<file path="config.mk">
export PLATFORM = sky130hd
export DESIGN_NAME = binary_to_decimal_ascii
export DESIGN_NICKNAME = d
export VERILOG_FILES = /design/src/hw/rtl/b2da_pkg.sv /design/src/hw/rtl/b2da_ctrl.sv /design/src/hw/rtl/b2da_dpath.sv /design/src/hw/rtl/binary_to_decimal_ascii.sv
export VERILOG_INCLUDE_DIRS = /design/src /design/src/hw/rtl
export SDC_FILE = /design/constraint.sdc
export NUM_CORES = 1
export LEC_CHECK = 0
export BUFFER_PORTS_ARGS = -buffer_cell sky130_fd_sc_hd__buf_4
export CORE_MARGIN = 2
export CORE_UTILIZATION = 50
export DETAILED_ROUTE_END_ITERATION = 8
export GPL_TIMING_DRIVEN = 1
export MAX_ROUTING_LAYER = met4
export PLACE_DENSITY = 0.69
export SLEW_MARGIN = 15
export SYNTH_ARGS = -nofsm -noshare
export SYNTH_HDL_FRONTEND = slang
export SYNTH_SLANG_ARGS = --single-unit
</file>
<file path="constraint.sdc">
create_clock -name clk -period 8.6 [get_ports clk]
set_input_delay 0.43 -clock clk [delete_from_list [all_inputs] [get_ports clk]]
set_output_delay 0.43 -clock clk [all_outputs]
set_load 0.02 [all_outputs]
</file>
<file path="src/hw/rtl/binary_to_decimal_ascii_assert.svh">
// assertion macros for the binary to decimal ascii converter
// expects signals clk and arst_n in the module that uses them
`ifndef BINARY_TO_DECIMAL_ASCII_ASSERT_SVH
`define BINARY_TO_DECIMAL_ASCII_ASSERT_SVH

`ifndef NO_ASSERTIONS
// plain property, checked at every clock edge out of reset
`define B2DA_ASSERT(lbl, prop, msg) \
	lbl: assert property (@(posedge clk) disable iff (!arst_n) (prop)) else $error(msg);
// implication with the consequent checked in the cycle after the antecedent
`define B2DA_ASSERT_NEXT(lbl, ante, cons, msg) \
	lbl: assert property (@(posedge clk) disable iff (!arst_n) (ante) |=> (cons)) \
		else $error(msg);
`else
`define B2DA_ASSERT(lbl, prop, msg)
`define B2DA_ASSERT_NEXT(lbl, ante, cons, msg)
`endif

`endif

</file>
<file path="src/hw/rtl/b2da_pkg.sv">
// shared constants and controller/datapath interface types
// for the binary to decimal ascii converter; no dependencies
package b2da_pkg;

	localparam int VALUE_BITS_DEF = 32;
	localparam int MAX_DIGITS_DEF = 10;

	// fixed field widths
	localparam int IN_W     = 32;
	localparam int CHAR_W   = 6;
	localparam int OUT_TD_W = 8;

	localparam logic [CHAR_W-1:0] ASCII_ZERO = 6'd48;

	// commands from controller to datapath
	typedef struct packed {
		logic load;   // take a new value, clear digits
		logic shift;  // one double-dabble step
		logic count;  // find the leading digit
		logic emit;   // put the current digit in the output register
	} cmd_t;

	// status from datapath to controller
	typedef struct packed {
		logic pos_zero;  // current digit is the least significant one
		logic out_busy;  // output register holds an item not taken this cycle
	} sts_t;

endpackage

</file>
<file path="src/hw/rtl/b2da_ctrl.sv">
// controller state machine of the binary to decimal ascii converter
// depends on b2da_pkg and binary_to_decimal_ascii_assert.svh
`include "binary_to_decimal_ascii_assert.svh"

module b2da_ctrl #(
	parameter int VALUE_BITS = b2da_pkg::VALUE_BITS_DEF
) (
	input  logic          clk,
	input  logic          arst_n,
	input  logic          s_tvalid,
	output logic          s_tready,
	input  b2da_pkg::sts_t sts,
	output b2da_pkg::cmd_t cmd
);

	localparam int CW = $clog2(VALUE_BITS + 1);

	typedef enum logic [3:0] {
		ST_IDLE  = 4'b0001,
		ST_SHIFT = 4'b0010,
		ST_COUNT = 4'b0100,
		ST_EMIT  = 4'b1000
	} state_t;

	state_t         state_q, state_d;
	logic [CW-1:0]  cnt_q;

	assign s_tready = (state_q == ST_IDLE);

	always_comb begin
		cmd     = '0;
		state_d = state_q;
		case (state_q)
			ST_IDLE: begin
				if (s_tvalid) begin
					cmd.load = 1'b1;
					state_d  = ST_SHIFT;
				end
			end
			ST_SHIFT: begin
				cmd.shift = 1'b1;
				if (cnt_q == CW'(1)) state_d = ST_COUNT;
			end
			ST_COUNT: begin
				cmd.count = 1'b1;
				state_d   = ST_EMIT;
			end
			ST_EMIT: begin
				if (!sts.out_busy) begin
					cmd.emit = 1'b1;
					if (sts.pos_zero) state_d = ST_IDLE;
				end
			end
			default: begin
				state_d = ST_IDLE;
			end
		endcase
	end

	always_ff @(posedge clk or negedge arst_n) begin
		if (!arst_n) begin
			state_q <= ST_IDLE;
			cnt_q   <= '0;
		end else begin
			state_q <= state_d;
			if (cmd.load) cnt_q <= CW'(VALUE_BITS);
			else if (cmd.shift) cnt_q <= cnt_q - CW'(1);
		end
	end

	`B2DA_ASSERT(a_cmd_onehot, $onehot0({cmd.load, cmd.shift, cmd.count, cmd.emit}), "more than one datapath command")
	`B2DA_ASSERT_NEXT(a_load_shift, cmd.load, (state_q == ST_SHIFT) && (cnt_q == CW'(VALUE_BITS)), "load did not start conversion")
	`B2DA_ASSERT_NEXT(a_last_idle, cmd.emit && sts.pos_zero, state_q == ST_IDLE, "no return to idle after last digit")

endmodule

</file>
<file path="src/hw/rtl/b2da_dpath.sv">
// datapath of the binary to decimal ascii converter: binary shift register,
// bcd digit lanes with add-3 correction, digit pointer and output register
// depends on b2da_pkg and binary_to_decimal_ascii_assert.svh
`include "binary_to_decimal_ascii_assert.svh"

module b2da_dpath #(
	parameter int VALUE_BITS = b2da_pkg::VALUE_BITS_DEF,
	parameter int MAX_DIGITS = b2da_pkg::MAX_DIGITS_DEF
) (
	input  logic                          clk,
	input  logic                          arst_n,
	input  logic [b2da_pkg::IN_W-1:0]     value,
	input  b2da_pkg::cmd_t                cmd,
	output b2da_pkg::sts_t                sts,
	output logic                          m_tvalid,
	input  logic                          m_tready,
	output logic [b2da_pkg::OUT_TD_W-1:0] m_tdata,
	output logic                          m_tlast
);

	localparam int PW = $clog2(MAX_DIGITS);

	logic [VALUE_BITS-1:0]     bin_q;
	logic [VALUE_BITS-1:0]     load_val;
	logic [3:0]                bcd_q [MAX_DIGITS];
	logic [3:0]                adj   [MAX_DIGITS];
	logic                      ovf_q;
	logic [PW-1:0]             pos_q;
	logic [PW-1:0]             lead;
	logic                      valid_q;
	logic [b2da_pkg::CHAR_W-1:0] char_q;
	logic                      last_q;

	generate
		if (VALUE_BITS <= b2da_pkg::IN_W) begin : g_narrow
			assign load_val = value[VALUE_BITS-1:0];
		end else begin : g_wide
			assign load_val = {{(VALUE_BITS - b2da_pkg::IN_W){1'b0}}, value};
		end
	endgenerate

	// add 3 to every digit of 5 or more before the shift
	always_comb begin
		for (int i = 0; i < MAX_DIGITS; i++) begin
			adj[i] = (bcd_q[i] >= 4'd5) ? bcd_q[i] + 4'd3 : bcd_q[i];
		end
	end

	// highest nonzero digit, all digits when the number overflowed
	always_comb begin
		lead = '0;
		for (int i = 0; i < MAX_DIGITS; i++) begin
			if (bcd_q[i] != 4'd0) lead = PW'(i);
		end
		if (ovf_q) lead = PW'(MAX_DIGITS - 1);
	end

	always_ff @(posedge clk) begin
		if (cmd.load) begin
			bin_q <= load_val;
			for (int i = 0; i < MAX_DIGITS; i++) bcd_q[i] <= 4'd0;
		end else if (cmd.shift) begin
			bin_q    <= {bin_q[VALUE_BITS-2:0], 1'b0};
			bcd_q[0] <= {adj[0][2:0], bin_q[VALUE_BITS-1]};
			for (int i = 1; i < MAX_DIGITS; i++) begin
				bcd_q[i] <= {adj[i][2:0], adj[i-1][3]};
			end
		end
		if (cmd.emit) begin
			char_q <= b2da_pkg::ASCII_ZERO + {2'b00, bcd_q[pos_q]};
			last_q <= (pos_q == '0);
		end
	end

	always_ff @(posedge clk or negedge arst_n) begin
		if (!arst_n) begin
			ovf_q   <= 1'b0;
			pos_q   <= '0;
			valid_q <= 1'b0;
		end else begin
			if (cmd.load) ovf_q <= 1'b0;
			else if (cmd.shift && adj[MAX_DIGITS-1][3]) ovf_q <= 1'b1;
			if (cmd.count) pos_q <= lead;
			else if (cmd.emit && pos_q != '0) pos_q <= pos_q - PW'(1);
			if (cmd.emit) valid_q <= 1'b1;
			else if (m_tready) valid_q <= 1'b0;
		end
	end

	assign sts.pos_zero = (pos_q == '0);
	assign sts.out_busy = valid_q && !m_tready;

	assign m_tvalid = valid_q;
	assign m_tdata  = {2'b00, char_q};
	assign m_tlast  = last_q;

	`B2DA_ASSERT(a_no_overrun, !(cmd.emit && valid_q && !m_tready), "digit overwrote a waiting item")
	`B2DA_ASSERT(a_digit_range, !valid_q || (char_q >= 6'd48 && char_q <= 6'd57), "digit char out of range")
	`B2DA_ASSERT_NEXT(a_load_clear, cmd.load, !ovf_q, "overflow flag survived load")

endmodule

</file>
<file path="src/hw/rtl/binary_to_decimal_ascii.sv">
// binary to decimal ascii converter, top level
// joins b2da_ctrl and b2da_dpath; depends on b2da_pkg
// usage:
//  - input channel s_*: one item is one unsigned value in s_tdata, taken at an
//    edge with s_tvalid and s_tready high; bits above VALUE_BITS are ignored
//  - output channel m_*: one item per decimal digit, most significant first,
//    leading zeros dropped; a value of zero gives the single digit '0';
//    m_tlast marks the least significant digit
//  - conversion is double dabble: VALUE_BITS shift steps over a row of
//    MAX_DIGITS bcd lanes, then a step to find the leading digit, then each
//    digit in turn into the output register
//  - the next item is accepted only after an item's last digit is loaded,
//    while that digit may still wait in the output register
//  - when the receiver stalls, digits hold in the output register and the
//    sequencer waits; nothing is dropped
//  - numbers needing more than MAX_DIGITS digits give their low MAX_DIGITS
//    digits, leading zeros included
//  - reset clears the sequencer and the output valid; no clearing pass
module binary_to_decimal_ascii #(
	parameter int VALUE_BITS = b2da_pkg::VALUE_BITS_DEF,  // 4 to 64
	parameter int MAX_DIGITS = b2da_pkg::MAX_DIGITS_DEF   // 2 to 20
) (
	input  logic                          clk,
	input  logic                          arst_n,
	// input item
	input  logic                          s_tvalid,
	output logic                          s_tready,
	input  logic [b2da_pkg::IN_W-1:0]     s_tdata,   // [31:0] value
	// output item, one per digit
	output logic                          m_tvalid,
	input  logic                          m_tready,
	output logic [b2da_pkg::OUT_TD_W-1:0] m_tdata,   // [5:0] digit_char, [7:6] zero
	output logic                          m_tlast    // last_digit
);

	b2da_pkg::cmd_t cmd;  // controller to datapath
	b2da_pkg::sts_t sts;  // datapath to controller

	// sequencer: idle, shift, count, emit
	b2da_ctrl #(
		.VALUE_BITS (VALUE_BITS)
	) u_ctrl (
		.clk      (clk),
		.arst_n   (arst_n),
		.s_tvalid (s_tvalid),
		.s_tready (s_tready),
		.sts      (sts),
		.cmd      (cmd)
	);

	// bcd lanes, digit pointer and output register
	b2da_dpath #(
		.VALUE_BITS (VALUE_BITS),
		.MAX_DIGITS (MAX_DIGITS)
	) u_dpath (
		.clk      (clk),
		.arst_n   (arst_n),
		.value    (s_tdata),
		.cmd      (cmd),
		.sts      (sts),
		.m_tvalid (m_tvalid),
		.m_tready (m_tready),
		.m_tdata  (m_tdata),
		.m_tlast  (m_tlast)
	);

endmodule

</file>
==> impl_metrics.tcl <==
set metrics [dict create \
    p_leak_nw 2.327 \
    io_pins 47 \
    min_path_type "primary input to register" \
    clkLatencyLatePin_ps 370 \
    ir_drop_uv 156.2 \
    setup_ws_ps 5707 \
    dieHeight_um 105.6 \
    setup-tns-final_ps 0 \
    synth_top_area_cell "edfxtp_1" \
    fin_crit_ps 2893 \
    num_rows 37 \
    grt_max_degree 50 \
    clock-root-buffer "clkbuf_8" \
    die_w_um 105.6 \
    io_buffers 42 \
    clock.fmax_mhz 345.7 \
    slew_violations 0 \
    synthTopCellsByArea "edfxtp_1, nand2_1, dfrtp_1" \
    ys_seq_area_share_pct 52.63 \
    drc 0 \
    diodes 0 \
    required_ps 8600 \
    tritoncts "built" \
    p_total_mw 1.979 \
    worstMarginPinSlew_ps 893.7 \
    ant_nets 0 \
    yosysWarnings 0 \
    worstPathCellList "nor4b_2, nand2_1, buf_4, nand2_2, buf_4" \
    cts_buffers 9 \
    grt_pass1_wl_um 16860 \
    start_util_pct 50.63 \
    wire_per_inst_um 14.58 \
    track_usage_pct 19.61 \
    nNetsFinal 590 \
    fill_cells 873 \
    cp_common_cell "buf_4" \
    clock-sinks 93 \
    antenna_found_initial 0 \
    fin_util_pct 56.60 \
    place_congestion 0.8209 \
    syn_area_sq_um 5156 \
    rsz0062_at_grt "false" \
    path_clk_slew_ps 100 \
    via_per_inst 5.252 \
    cts_buffer_depth 2 \
    synthFlopType "edfxtp_1" \
    critical_path.slowest_cell "buf_4" \
    post_cts_resize_count 0 \
    hold_violations 0 \
    slew_headroom_pct 40.27 \
    area_delta_synth_final_pct 11.79 \
    dieArea_sq_um 11140 \
    dr.pass1.iters 4 \
    finalSetupViolCount 0 \
    clock_skew_ps 13.54 \
    crit_type "register to register" \
    crit_arrival_ps 2890 \
    p_per_area_nw_per_um2 343.4 \
    synth_seq_cells 93 \
    critPathLaunchType "register" \
    ctsHtreeMaxLevel 3 \
    synthCells 492 \
    async_flop_share_pct 17.20 \
    endpoint_kind "register" \
    critical_path.max_stage_delay_ps 650 \
    vias 3524 \
    synth_cell_types 44 \
    synth_top_area_share_pct 44.84 \
    maxCapViolations 0 \
    wl_um 9784 \
    dp_slack_ps 5695 \
    period_share_pct 33.63 \
    drive_gt1_share_pct 15.51 \
    synth_edf_count 77 \
    outcome "finished, final reports clean" \
    grt_pass1_vias 3522 \
    worst-path-max-fanout 49 \
    dp_hpwl_um 6776 \
    core_area_sq_um 10180 \
    drt_iter0_drc 204 \
    hold_ws_ps 315.6 \
    synth.avg_cell_area_sq_um 10.48 \
    grt.overflow.total 0 \
]
-- power breakdown --
part / internal, mW / total [mW] / switching, mW
registers: 0.760 / 0.938 / 0.178
clock network: 0.109 / 0.275 / 0.166
logic: 0.332 / 0.766 / 0.434
-- cells in the mapped netlist (all sizes together) (4+ instances only) --
cell and count:
o21ai 11, a21oi 28, mux4 8, dfrtp 15
or3b 5, buf 12, xnor2 15, nor2 31
nor3 10, nor4 4, a211oi 18, nor2b 14
nand2 124, clkbuf 10, xor2 11, or4b 4
edfxtp 77, nand2b 13, mux2i 4, nor3b 6
inv 24, ha 24
-- worst max-delay path: cells and delay by family, from the launching register on --
kind / cells / cell delay [ps]
buf+inv: 2 / 900
flops: 1 / 580
simple gates: 3 / 1020
-- state kept, by name, indices dropped and copies added, names as in the netlist --
signal	count
u_dpath.ovf_q	1
u_ctrl.state_q	4
u_dpath.pos_q	4
u_dpath.bcd_q	40
u_dpath.bin_q	32
u_dpath.m_tvalid	1
u_dpath.char_q	4
u_ctrl.cnt_q	6
u_dpath.m_tlast	1
-- what timing repair did --
action                     in CTS  in global routing
hold endpoints to repair       15                  0
setup endpoints to repair       0                  0
hold buffers                    1                  0
buffers inserted                0                  0
-- worst paths after layout --
| kind | to | startpoint | slack [ps] | cells after the start |
|---|---|---|---|---|
| worst min-delay path | u_ctrl.state_q[0] | s_tvalid | 320 | 3 |
| worst max register to register | u_dpath.bcd_q[3][0] | u_ctrl.state_q[0] | 5710 | 5 |
| worst max-delay path | u_dpath.bcd_q[3][0] | u_ctrl.state_q[0] | 5710 | 5 |
| min in group asynchronous | u_ctrl.cnt_q[1] | arst_n | 450 | 2 |
| worst min register to register | u_dpath.bin_q[31] | u_dpath.bin_q[30] | 510 | 2 |
| max in group asynchronous | u_ctrl.state_q[0] | arst_n | 7890 | 2 |
-- area by class of cell --
cell class	instances	area, sq um	area share (%)
flip-flops and latches	93	2714	47.08
inverters	24	90.09	1.563
multi-input cells	355	2255	39.11
clock buffers	9	123.9	2.149
repair buffers	47	355.3	6.165
clock inverters	7	56.30	0.9768
well taps	136	170.2	2.952
-- cells by family (layout without fill, tap and decap cells) --
logic type                 Yosys count  after routing  synth area share (%)
buffers and inverters               46             87                 3.834
muxes                               12             12                 4.271
adders and majority gates           24             24                 5.824
xor gates and xnor gates            26             26                 4.416
other                                2              4                0.1457
AOI/OAI and AO/OA                   67             67                 8.032
and+or+nand+nor                    222            222                 20.84
DFF                                 93             93                 52.63
-- cell usage in the layout, fill, tap and decap left out, drive strengths merged, types with 13 or more instances in the layout --
cell    count
dfrtp      15
inv        27
edfxtp     77
nand2     124
a211oi     18
ha         24
nand2b     13
xnor2      15
a21oi      28
nor2b      14
nor2       31
buf        46
-- stage by stage --
step                      std cells  area (sq um)
after floorplan                 494          5164
after global placement          654          5574
after detailed placement        654          5574
after CTS                       671          5764
after global routing            671          5764
final                           671          5764
-- per-layer routing --
layer,vias to the layer above,wire (um),global-route usage (%)
met2,68,4675,30.41
met3,13,382,3.463
met1,1671,4573,25.72
met4,0,153,8.083
met5,-,0,-
li1,1772,-,-
Power figures use the tool's default switching activity.
